`config.mk`:
```
export PLATFORM = sky130hd
export DESIGN_NAME = joint_waypoint_sequencer_flat
export DESIGN_NICKNAME = d
export VERILOG_FILES = /design/src/hdl/jws_pkg.sv /design/src/hdl/jws_in_if.sv /design/src/hdl/jws_out_if.sv /design/src/hdl/jws_lane.sv /design/src/hdl/jws_merge.sv /design/src/hdl/joint_waypoint_sequencer.sv /design/src/flat_wrapper.sv
export SDC_FILE = /design/constraint.sdc
export NUM_CORES = 2
export LEC_CHECK = 0
export BUFFER_PORTS_ARGS = -buffer_cell sky130_fd_sc_hd__clkbuf_2
export CORE_ASPECT_RATIO = 0.5
export CORE_MARGIN = 4
export CORE_UTILIZATION = 40
export DETAILED_ROUTE_END_ITERATION = 8
export GPL_ROUTABILITY_DRIVEN = 0
export GPL_TIMING_DRIVEN = 0
export PLACE_DENSITY = 0.54
export SYNTH_ARGS = -nofsm -noshare
export SYNTH_HDL_FRONTEND = slang
export SYNTH_SLANG_ARGS = --single-unit
```
`constraint.sdc`:
```
create_clock -name clk -period 40.2 [get_ports clk]
set_clock_uncertainty 0.15 [all_clocks]
set_input_delay 8.04 -clock clk [delete_from_list [all_inputs] [get_ports clk]]
set_output_delay 8.04 -clock clk [all_outputs]
set_load 0.02 [all_outputs]
```
`src/hdl/jws_pkg.sv`:
```
// ----------------------------------------------------------------------------
// Joint waypoint sequencer package
// Shared widths, types, register codes and the waypoint table.
// ----------------------------------------------------------------------------
package jws_pkg;

  localparam int JOINT_COUNT   = 4;
  localparam int PHASE_COUNT   = 8;
  localparam int WAYPOINT_ROWS = 7;
  localparam int WAYPOINT_COLS = 4;
  localparam int ANGLE_W       = 16;
  localparam int PHASE_W       = 3;
  localparam int TICK_W        = 16;
  localparam int ERR_W         = 34;
  localparam int SQ_W          = 2 * ANGLE_W;
  localparam int SUM_W         = ERR_W + 3;
  localparam int CFG_IDX_W     = 1;

  typedef logic signed [ANGLE_W-1:0] angle_t;
  typedef logic [ANGLE_W-1:0]        mag_t;
  typedef logic [SQ_W-1:0]           sq_t;
  typedef logic [PHASE_W-1:0]        phase_t;
  typedef logic [TICK_W-1:0]         ticks_t;
  typedef logic [ERR_W-1:0]          err_t;
  typedef logic [SUM_W-1:0]          sum_t;

  typedef enum logic [CFG_IDX_W-1:0] {
    CFG_ERROR_LIMIT_SQ = 1'b0,
    CFG_DWELL_TICKS    = 1'b1
  } cfg_reg_e;

  localparam phase_t HOLD_PHASE    = PHASE_W'(PHASE_COUNT - 1);
  localparam err_t   ERR_MAX       = '1;
  localparam ticks_t TICK_MAX      = '1;
  localparam err_t   ERR_LIMIT_RST = ERR_W'(1509949);
  localparam ticks_t DWELL_RST     = TICK_W'(80);

  localparam angle_t WAYPOINT_TBL [WAYPOINT_ROWS][WAYPOINT_COLS] = '{
    '{16'sd0, -16'sd4096, 16'sd4096, 16'sd0},
    '{16'sd0, -16'sd717,  16'sd4096, 16'sd0},
    '{16'sd0, 16'sd983,   16'sd6144, 16'sd2048},
    '{16'sd0, 16'sd410,   16'sd7168, 16'sd4096},
    '{16'sd0, -16'sd819,  16'sd7168, 16'sd8192},
    '{16'sd0, -16'sd2048, 16'sd5120, 16'sd8192},
    '{16'sd0, -16'sd2048, 16'sd5120, 16'sd0}
  };

  typedef struct packed {
    phase_t phase_cur;
    logic   load;
    phase_t phase_nxt;
    err_t   err;
    logic   done;
  } seq_status_t;

  function automatic angle_t waypoint(input phase_t p, input int unsigned j);
    angle_t v;
    v = '0;
    if ((int'(p) < WAYPOINT_ROWS) && (j < WAYPOINT_COLS)) begin
      v = WAYPOINT_TBL[p][j];
    end
    return v;
  endfunction

endpackage

```
`src/hdl/jws_in_if.sv`:
```
// ----------------------------------------------------------------------------
// Measured angle channel
// Valid/ready channel carrying the four measured joint angles of one tick.
// ----------------------------------------------------------------------------
interface jws_in_if import jws_pkg::*; ();
  logic   valid;
  logic   ready;
  angle_t swing_angle;
  angle_t boom_angle;
  angle_t arm_angle;
  angle_t bucket_angle;

  modport source (output valid, output swing_angle, output boom_angle,
                  output arm_angle, output bucket_angle, input ready);
  modport sink   (input valid, input swing_angle, input boom_angle,
                  input arm_angle, input bucket_angle, output ready);
endinterface

```
`src/hdl/jws_out_if.sv`:
```
// ----------------------------------------------------------------------------
// Command channel
// Valid/ready channel carrying the joint targets and sequence status.
// ----------------------------------------------------------------------------
interface jws_out_if import jws_pkg::*; ();
  logic   valid;
  logic   ready;
  angle_t swing_target;
  angle_t boom_target;
  angle_t arm_target;
  angle_t bucket_target;
  phase_t phase;
  err_t   error_sq;
  logic   sequence_done;

  modport source (output valid, output swing_target, output boom_target,
                  output arm_target, output bucket_target, output phase,
                  output error_sq, output sequence_done, input ready);
  modport sink   (input valid, input swing_target, input boom_target,
                  input arm_target, input bucket_target, input phase,
                  input error_sq, input sequence_done, output ready);
endinterface

```
`src/hdl/jws_lane.sv`:
```
// ----------------------------------------------------------------------------
// Joint lane
// Holds one joint's last command and squares its tracking error.
// ----------------------------------------------------------------------------
module jws_lane import jws_pkg::*; (
  input  logic   clk,
  input  logic   rst_n,
  input  logic   step,
  input  logic   load,
  input  angle_t reset_target,
  input  angle_t waypoint_val,
  input  angle_t angle,
  output sq_t    square,
  output angle_t target_nxt
);

  angle_t                target_r;
  logic signed [ANGLE_W:0] diff;
  logic [ANGLE_W:0]      diff_neg;
  mag_t                  mag;

  always_comb begin
    diff     = {target_r[ANGLE_W-1], target_r} - {angle[ANGLE_W-1], angle};
    diff_neg = -diff;
    mag      = diff[ANGLE_W] ? diff_neg[ANGLE_W-1:0] : diff[ANGLE_W-1:0];
    square   = mag * mag;
    target_nxt = load ? waypoint_val : target_r;
  end

  always_ff @(posedge clk) begin
    if (!rst_n) begin
      target_r <= reset_target;
    end else if (step) begin
      target_r <= target_nxt;
    end
  end

endmodule

```
`src/hdl/jws_merge.sv`:
```
// ----------------------------------------------------------------------------
// Error merge and phase control
// Sums the lane squares with saturation and advances the phase.
// ----------------------------------------------------------------------------
module jws_merge import jws_pkg::*; (
  input  logic                 clk,
  input  logic                 rst_n,
  input  logic                 accept,
  input  sq_t                  squares [JOINT_COUNT],
  input  logic                 cfg_wr_en,
  input  logic [CFG_IDX_W-1:0] cfg_index,
  input  err_t                 cfg_wr_data,
  output seq_status_t          status
);

  err_t   error_limit_r;
  ticks_t dwell_r;
  phase_t phase_r;
  phase_t phase_nxt;
  ticks_t ticks_r;
  ticks_t ticks_nxt;
  sum_t   sum;
  err_t   err;
  logic   active;
  logic   advance;

  always_comb begin
    sum = '0;
    for (int j = 0; j < JOINT_COUNT; j++) begin
      sum = sum + SUM_W'(squares[j]);
    end
    err     = (sum > SUM_W'(ERR_MAX)) ? ERR_MAX : sum[ERR_W-1:0];
    active  = phase_r < HOLD_PHASE;
    advance = active && (err < error_limit_r) && (ticks_r > dwell_r);
    if (advance) begin
      phase_nxt = phase_r + 1'b1;
      ticks_nxt = '0;
    end else begin
      phase_nxt = phase_r;
      ticks_nxt = (ticks_r != TICK_MAX) ? ticks_r + 1'b1 : ticks_r;
    end
    status.phase_cur = phase_r;
    status.load      = active;
    status.phase_nxt = phase_nxt;
    status.err       = err;
    status.done      = phase_nxt >= HOLD_PHASE;
  end

  always_ff @(posedge clk) begin
    if (!rst_n) begin
      phase_r <= '0;
      ticks_r <= '0;
    end else if (accept) begin
      phase_r <= phase_nxt;
      ticks_r <= ticks_nxt;
    end
  end

  always_ff @(posedge clk) begin
    if (!rst_n) begin
      error_limit_r <= ERR_LIMIT_RST;
      dwell_r       <= DWELL_RST;
    end else if (cfg_wr_en) begin
      case (cfg_reg_e'(cfg_index))
        CFG_ERROR_LIMIT_SQ: error_limit_r <= cfg_wr_data;
        CFG_DWELL_TICKS:    dwell_r       <= cfg_wr_data[TICK_W-1:0];
        default: ;
      endcase
    end
  end

endmodule

```
`src/hdl/joint_waypoint_sequencer.sv`:
```
// ----------------------------------------------------------------------------
// Joint waypoint sequencer
// Steps a four-joint arm through a fixed list of waypoints.
// ----------------------------------------------------------------------------
// Each beat on in_chan is one control tick with four measured joint angles.
// Each accepted beat yields exactly one beat on out_chan carrying the joint
// targets, the phase after the tick, the squared tracking error against the
// previous command and the done flag of the final holding phase.
// The four joints are handled by parallel lanes that square their errors in
// the cycle the beat is accepted; a merge stage sums them, compares against
// the limit and steps the phase. The result appears on out_chan in the
// cycle after acceptance and, while out_chan is ready, a new beat is taken
// every cycle: one tick per cycle, set by the single output register.
// When out_chan stalls, the output register holds its beat and in_chan
// accepts a beat in the same cycle the held beat is taken.
// Reset (rst_n low at a clock edge) returns phase and tick count to zero,
// loads the phase 0 waypoint as the last command and restores the default
// error limit and dwell. The user must write configuration through cfg_wr_en,
// cfg_index and cfg_wr_data while no tick is in flight; this is not checked.
// ----------------------------------------------------------------------------
module joint_waypoint_sequencer import jws_pkg::*; (
  input  logic                 clk,
  input  logic                 rst_n,
  jws_in_if.sink               in_chan,
  jws_out_if.source            out_chan,
  input  logic                 cfg_wr_en,
  input  logic [CFG_IDX_W-1:0] cfg_index,
  input  err_t                 cfg_wr_data
);

  logic        accept;
  angle_t      angles [JOINT_COUNT];
  sq_t         squares [JOINT_COUNT];
  angle_t      targets_nxt [JOINT_COUNT];
  seq_status_t status;

  logic        out_valid_r;
  angle_t      targets_r [JOINT_COUNT];
  phase_t      phase_r;
  err_t        err_r;
  logic        done_r;

  assign in_chan.ready = !out_valid_r || out_chan.ready;
  assign accept        = in_chan.valid && in_chan.ready;

  assign angles[0] = in_chan.swing_angle;
  assign angles[1] = in_chan.boom_angle;
  assign angles[2] = in_chan.arm_angle;
  assign angles[3] = in_chan.bucket_angle;

  for (genvar j = 0; j < JOINT_COUNT; j++) begin : g_lane
    jws_lane u_lane (
      .clk          (clk),
      .rst_n        (rst_n),
      .step         (accept),
      .load         (status.load),
      .reset_target (waypoint('0, j)),
      .waypoint_val (waypoint(status.phase_cur, j)),
      .angle        (angles[j]),
      .square       (squares[j]),
      .target_nxt   (targets_nxt[j])
    );
  end

  jws_merge u_merge (
    .clk         (clk),
    .rst_n       (rst_n),
    .accept      (accept),
    .squares     (squares),
    .cfg_wr_en   (cfg_wr_en),
    .cfg_index   (cfg_index),
    .cfg_wr_data (cfg_wr_data),
    .status      (status)
  );

  always_ff @(posedge clk) begin
    if (!rst_n) begin
      out_valid_r <= 1'b0;
    end else if (accept) begin
      out_valid_r <= 1'b1;
    end else if (out_chan.ready) begin
      out_valid_r <= 1'b0;
    end
  end

  always_ff @(posedge clk) begin
    if (accept) begin
      targets_r <= targets_nxt;
      phase_r   <= status.phase_nxt;
      err_r     <= status.err;
      done_r    <= status.done;
    end
  end

  assign out_chan.valid         = out_valid_r;
  assign out_chan.swing_target  = targets_r[0];
  assign out_chan.boom_target   = targets_r[1];
  assign out_chan.arm_target    = targets_r[2];
  assign out_chan.bucket_target = targets_r[3];
  assign out_chan.phase         = phase_r;
  assign out_chan.error_sq      = err_r;
  assign out_chan.sequence_done = done_r;

endmodule

```
`src/flat_wrapper.sv`:
```
// flat-port wrapper written by rule: the top's interface ports become plain ports
module joint_waypoint_sequencer_flat import jws_pkg::*;
  (clk, rst_n, cfg_wr_en, cfg_index, cfg_wr_data, in_chan_valid, in_chan_swing_angle, in_chan_boom_angle, in_chan_arm_angle, in_chan_bucket_angle, in_chan_ready, out_chan_valid, out_chan_swing_target, out_chan_boom_target, out_chan_arm_target, out_chan_bucket_target, out_chan_phase, out_chan_error_sq, out_chan_sequence_done, out_chan_ready);
  jws_in_if in_chan_i ();
  jws_out_if out_chan_i ();
  input  logic clk;
  input  logic rst_n;
  input  logic cfg_wr_en;
  input  logic [CFG_IDX_W-1:0] cfg_index;
  input  err_t cfg_wr_data;
  input wire logic [$bits(in_chan_i.valid)-1:0] in_chan_valid;
  input wire logic [$bits(in_chan_i.swing_angle)-1:0] in_chan_swing_angle;
  input wire logic [$bits(in_chan_i.boom_angle)-1:0] in_chan_boom_angle;
  input wire logic [$bits(in_chan_i.arm_angle)-1:0] in_chan_arm_angle;
  input wire logic [$bits(in_chan_i.bucket_angle)-1:0] in_chan_bucket_angle;
  output wire logic [$bits(in_chan_i.ready)-1:0] in_chan_ready;
  output wire logic [$bits(out_chan_i.valid)-1:0] out_chan_valid;
  output wire logic [$bits(out_chan_i.swing_target)-1:0] out_chan_swing_target;
  output wire logic [$bits(out_chan_i.boom_target)-1:0] out_chan_boom_target;
  output wire logic [$bits(out_chan_i.arm_target)-1:0] out_chan_arm_target;
  output wire logic [$bits(out_chan_i.bucket_target)-1:0] out_chan_bucket_target;
  output wire logic [$bits(out_chan_i.phase)-1:0] out_chan_phase;
  output wire logic [$bits(out_chan_i.error_sq)-1:0] out_chan_error_sq;
  output wire logic [$bits(out_chan_i.sequence_done)-1:0] out_chan_sequence_done;
  input wire logic [$bits(out_chan_i.ready)-1:0] out_chan_ready;
  assign in_chan_i.valid = in_chan_valid;
  assign in_chan_i.swing_angle = in_chan_swing_angle;
  assign in_chan_i.boom_angle = in_chan_boom_angle;
  assign in_chan_i.arm_angle = in_chan_arm_angle;
  assign in_chan_i.bucket_angle = in_chan_bucket_angle;
  assign in_chan_ready = in_chan_i.ready;
  assign out_chan_valid = out_chan_i.valid;
  assign out_chan_swing_target = out_chan_i.swing_target;
  assign out_chan_boom_target = out_chan_i.boom_target;
  assign out_chan_arm_target = out_chan_i.arm_target;
  assign out_chan_bucket_target = out_chan_i.bucket_target;
  assign out_chan_phase = out_chan_i.phase;
  assign out_chan_error_sq = out_chan_i.error_sq;
  assign out_chan_sequence_done = out_chan_i.sequence_done;
  assign out_chan_i.ready = out_chan_ready;
  joint_waypoint_sequencer u_core (.clk(clk), .rst_n(rst_n), .in_chan(in_chan_i), .out_chan(out_chan_i), .cfg_wr_en(cfg_wr_en), .cfg_index(cfg_index), .cfg_wr_data(cfg_wr_data));
endmodule
```
# Word level (Yosys, flattened, before mapping)
# Memory sizes are Yosys's and may differ from the RTL's.
# Index checks and enable logic that the tools add are counted.
dict set report totals {
  regBits 236
  latchBits 0
  ramBits 0
  romBits 512
  in_bits 104
  output_inout_bits 104
  wordCells 74
  mem_count 1
}
# memory words width read_ports rd_clocked_by_memory_dff wr line_no
set mem_list {}
lappend mem_list {{(name not given)} 8 64 1 0 0 jws_pkg.sv:60} ;# v = WAYPOINT_TBL[p][j];
dict set report op_classes {
  n_addsub 13
  multipliers 4
  div 0
  n_lt_le_gt_ge 7
  eq_ne 1
  shift 0
  muxes 20
  bitwise_logic 2
  reduce_logical 10
}
# cell count
set op_table {}
lappend op_table {{two-way mux 16 bit} 14}
lappend op_table {{multiplier 16 x 16 -> 32 bit} 4}
lappend op_table {{two-way mux 64 bit} 2}
lappend op_table {{subtractor 16 x 16 -> 17 bit} 4}
lappend op_table {{negation 16 bit} 4}
lappend op_table {{adder 34 x 32 -> 35 bit} 1}
lappend op_table {{greater-than comparator 35 x 34 -> 1 bit, second input constant} 1}
lappend op_table {{adder 33 x 32 -> 34 bit} 1}
lappend op_table {{less-than comparator 34 bit} 1}
lappend op_table {{two-way mux 34 bit} 1}
lappend op_table {{adder 32 x 32 -> 33 bit} 1}
lappend op_table {{adder 16 x 1 -> 16 bit, second input constant} 1}
lappend op_table {{greater-than comparator 16 bit} 1}
lappend op_table {{!= test 16 bit, second input constant} 1}
lappend op_table {{less-than comparator 3 bit, second input constant} 2}
lappend op_table {{AND reduction 2 bit} 3}
lappend op_table {{>= comparator 4 bit, second input constant} 1}
lappend op_table {{NOT 3 -> 4 bit} 1}
lappend op_table {{nonzero test 2 bit} 2}
lappend op_table {{adder 3 x 1 -> 3 bit, second input constant} 1}
lappend op_table {{>= comparator 3 bit, second input constant} 1}
lappend op_table {{logical AND 1 bit} 3}
lappend op_table {{two-way mux 3 bit} 1}
lappend op_table {{two-way mux 1 bit} 2}
lappend op_table {{3 further kinds} 3}

# Longest topological paths before layout
dict set report depth {
  ltp_word 14
  mapped_depth 59
  depth_no_buf 54
}

# Hierarchy
# From an unflattened synthesis, not the netlist that was laid out.
dict set report hier_totals {
  cells_unflattened 5326
  hier_area_um2 48121.2
}
# module instances cells_each area_each_um2 seq_area_each_um2
set modules_own_cells {}
lappend modules_own_cells {{jws_lane at u_core.g_lane[3].u_lane} 1 1066 9439.1 480.5}
lappend modules_own_cells {{jws_lane at u_core.g_lane[0].u_lane} 1 1057 9280.2 480.5}
lappend modules_own_cells {{jws_lane at u_core.g_lane[1].u_lane} 1 1041 9177.6 480.5}
lappend modules_own_cells {{jws_lane at u_core.g_lane[2].u_lane} 1 1023 9082.5 480.5}
lappend modules_own_cells {jws_merge 1 1004 7813.7 1381.3}
lappend modules_own_cells {joint_waypoint_sequencer 1 135 3328.2 3083.0}

# Least setup slack after synthesis
# Ideal clock, no wire load.
dict set report synth_path {
  path_type {input to register}
  start {in in_chan_bucket_angle[0]}
  end {reg u_core.u_merge.phase_r[0]}
  setup_time_ns 0.125
  t_arrival_ns 20.570
  required_ns 39.925
  slack_ns 19.355
  stages 48
  path_buffers 3
  cell_sequence {ha_1 > inv_1 > fa_1 > a211oi_2 > o21ai_2 > a32oi_1 > nand2_1 > a41oi_2 > a31oi_1 > a31oi_1 > xor2_1 > clkinv_1 > nor2_1 > fa_1 > fa_1 > fa_1 > inv_1 > fa_1 > [12 not listed] > a311oi_1 > o211ai_1 > and4_1 > nor3_1 > clkbuf_1 > o21bai_1 > ha_1 > a21o_1 > a21o_1 > a211oi_1 > o31ai_1 > a221oi_1 > o211ai_1 > a31o_2 > clkbuf_1 > or2_2 > clkbuf_1 > mux2i_1}
}
# element line_no
set synth_rtl {}
lappend synth_rtl {{start: declaration} flat_wrapper.sv:15} ;# input wire logic [$bits(in_chan_i.bucket_angle)-1:0] in_chan_bucket_angle;
lappend synth_rtl {{end signal: assignment} jws_merge.sv:54} ;# phase_r <= phase_nxt;
lappend synth_rtl {{end: declaration} jws_merge.sv:18} ;# phase_t phase_r;

==> out/results.txt <==
Status: finished with violations
Failing checks: max-capacitance violations, max-slew violations
Worst-Skew Late Latency: 560 ps
Cell Area, Synth: 44,660 um^2
Final net count: 6,485
Height of the die: 244.3 um
Critical setup path kind: in2reg
Synth top area cells: fa_1 (38%), ha_1 (13%), inv_1 (10%)
Placement Cell Area: 47,690 um^2
TritonCTS clock tree: done
Syn Area/Cell: 9.264 um^2
Critical path arrival: 25,650 ps
YS warnings: 0
HPWL Detailed: 117,700 um
Worst Hold Path Cells: 2
Via count: 33,120
Global-route wire length before repair: 204,400 um
Die Wd: 480.6 um
R2R Setup Slk: 21,620 ps
Syn nets: 6,241
Worst endpoint required time: 40,400 ps
Post-Syn Instances: 4,821
Area growth syn-to-layout: 9.147%
Overall Global Routing Usage: 22.84%
Root cell of the clock tree: clkbuf_16
Vias in the first global route: 35,080
MaxCap Viol Count: 2
Final Cycle Share: 63.29%
Critical Path Most Common Cell: fa_1
Longest Clk Path Bufs: 3
HP Class: reg2reg
Largest net degree at the start of global routing: 43
Main synth FF type: dfxtp_1
Crit path largest cell delay: 1100 ps
Post-synthesis sequential area ratio: 12.86%
Worst r2r src: u_core.g_lane[3].u_lane.target_r[0]
CTS clk-pin slew, worst paths: 60 ps
Slowest CP cell: xor2_1
Worst Min Path Start: u_core.u_merge.error_limit_r[12]
Hold endpoint: u_core.u_merge.error_limit_r[12]
WL per Instance: 19.98 um
Unrepaired setup endpoints after global routing: false
DRT iter0 DRCs: 2,088
EDFF count, synth: 102
Hold-fix buffer count after cts: 0
Worst Max-Slew Pin Slew: 1556 ps
RR Endpoint: u_core.out_chan.sequence_done
Final Cell Area: 48,750 um^2
Ys async rst share: 0%
Core area: 110,400 um^2
Relative slew margins: -4.484%
CP max FO: 10
Final ANT Viol Nets: 0
Share of cells above drive strength 1: 7.981%
Post-CTS setup repair buffer count: 0
Port Buffers: 207
Initial antenna violation count: 11
Fmax: 0.03930 GHz
Site row count: 86
Top cell type's share of synthesized area: 38.06%
Yosys cell types: 106
Final WL: 131,600 um
Largest area contributor in the netlist: fa_1
Final TNS setup: 0 ps
Min Clock Period, post-route: 25,440 ps
DRC viols: 0
Reg2reg path depth: 48
Vias per Instance: 5.028
Post-CTS sizing: 0
Num CTS Buffers: 28
Die area: 117,400 um^2
GR Overflow Total: 0
IO Pins: 208
CP endpoint kind: flop
Max-slew violations: 11
Fin. Hold Viols: 0
Initial Utilization: 40.45%
Setup violators final: 0
H-tree levels: 1
Synth Register Bits: 236
# fillers: 10,950
Critical path startpoint category: input pin
Clock Sinks: 236
Drt pass-1 iters: 5
[worst max-delay path by stage]
stage                                  from                             to  slack, ps
finish              in_chan_bucket_angle[0]  u_core.out_chan.sequence_done      14760
CTS                 in_chan_bucket_angle[0]  u_core.out_chan.sequence_done      15070
global route        in_chan_bucket_angle[0]  u_core.out_chan.sequence_done      14240
global placement    in_chan_bucket_angle[0]  u_core.out_chan.sequence_done      14260
detailed placement  in_chan_bucket_angle[0]  u_core.out_chan.sequence_done      14570
floorplan           in_chan_bucket_angle[0]      u_core.u_merge.phase_r[0]      19360
[cells by family after synthesis]
family	synth area share, %
XOR/XNOR	2.933
AO/OA/AOI/OAI	7.878
buffers and inverters	11.51
flip-flops	12.86
AND/OR/NAND/NOR	13.16
multiplexers	0.5099
adder cells (fa/ha/maj)	51.14
[worst max-delay path: cells and delay by family]
family	cells	cell delay (ps)
buffers and inverters	10	2580
adders and majority gates	14	6480
and+or+nand+nor	6	2240
xor gates and xnor gates	1	1100
AOI/OAI and AO/OA	17	5160
[Yosys cell counts, drive strengths merged (11+ instances only)]
library cell / instances
o21ai: 79
xnor2: 85
clkbuf: 114
mux2i: 16
or2: 55
edfxtp: 102
a21oi: 101
ha: 467
nor2: 416
o21a: 23
xor2: 59
a21o: 55
nor2b: 38
nand4: 16
nand2: 369
inv: 1211
dfxtp: 134
nor4: 16
a211oi: 19
fa: 849
and3: 58
nand2b: 86
clkinv: 11
and2: 66
o211ai: 24
nand3: 31
nor3: 43
a31oi: 23
a21boi: 54
o31ai: 17
o21bai: 15
buf: 23
[routing by layer]
metal  global-route usage (%)  wire length, um  share of wire [%]
met4                    3.699             2116                1.6
met2                    36.06            59250                 45
met3                    7.088            12900                9.8
met5                        0               65              0.049
met1                    31.37            57260                 44
[per-stage QoR]
stage	utilization, %	cells	setup slack [ps]	hold WS (ps)
2_1_floorplan	-	4821	19360	284.8
3_3_place_gp	43.09	6524	14260	305.5
3_5_place_dp	43.20	6530	14570	308.4
4_1_cts	44.09	6582	15070	316.6
5_1_grt	44.15	6584	14240	330.7
6_report	44.15	6587	14760	310.6
[cell usage in the layout (no fill, tap or decap), types with 16 or more instances in the layout]
cell       instances
and3_1            58
buf_2             17
clkbuf_2         208
o21ai_0           71
a21boi_0          51
nand4_1           16
nand2b_1          86
nor2_1           413
inv_1           1201
nor2b_1           37
clkinv_1          18
o21a_1            22
nor3_1            40
nand3_1           31
nand2_1          364
xnor2_1           77
a21o_1            54
clkbuf_16         29
dfxtp_1          134
fa_1             849
or2_2             54
and2_1            66
a31oi_1           23
o211ai_1          24
o31ai_1           16
a21oi_1          100
xor2_1            54
ha_1             467
clkbuf_1         115
edfxtp_1         102
[state kept, by name (all words and copies together) (netlist names)]
register                       count
u_core.u_merge.error_limit_r      34
u_core.out_chan.phase              3
u_core.out_chan.error_sq          34
u_core.out_chan.sequence_done      1
u_core.out_chan.bucket_target     16
u_core.u_merge.ticks_r            16
u_core.u_merge.dwell_r            16
u_core.u_merge.phase_r             3
u_core.out_chan.arm_target        16
u_core.g_lane.u_lane.target_r     64
u_core.out_chan.boom_target       16
u_core.out_chan.swing_target      16
u_core.out_chan.valid              1
[area by class of cell]
class	instances	area, um^2	area share [%]
Tap cell	1496	1872	3.840
Multi-Input combinational cell	3226	33860	69.45
Clock inverter	20	234.0	0.4800
Antenna cell	4	10.01	0.02053
Inverter	1222	4587	9.410
Sequential cell	236	5746	11.79
Buffer	137	555.5	1.140
Clock buffer	32	747.0	1.532
Timing Repair Buffer	214	1141	2.341
Power is not shown: default switching activity piles up to over one toggle a cycle in this logic, so the estimate is an artifact.
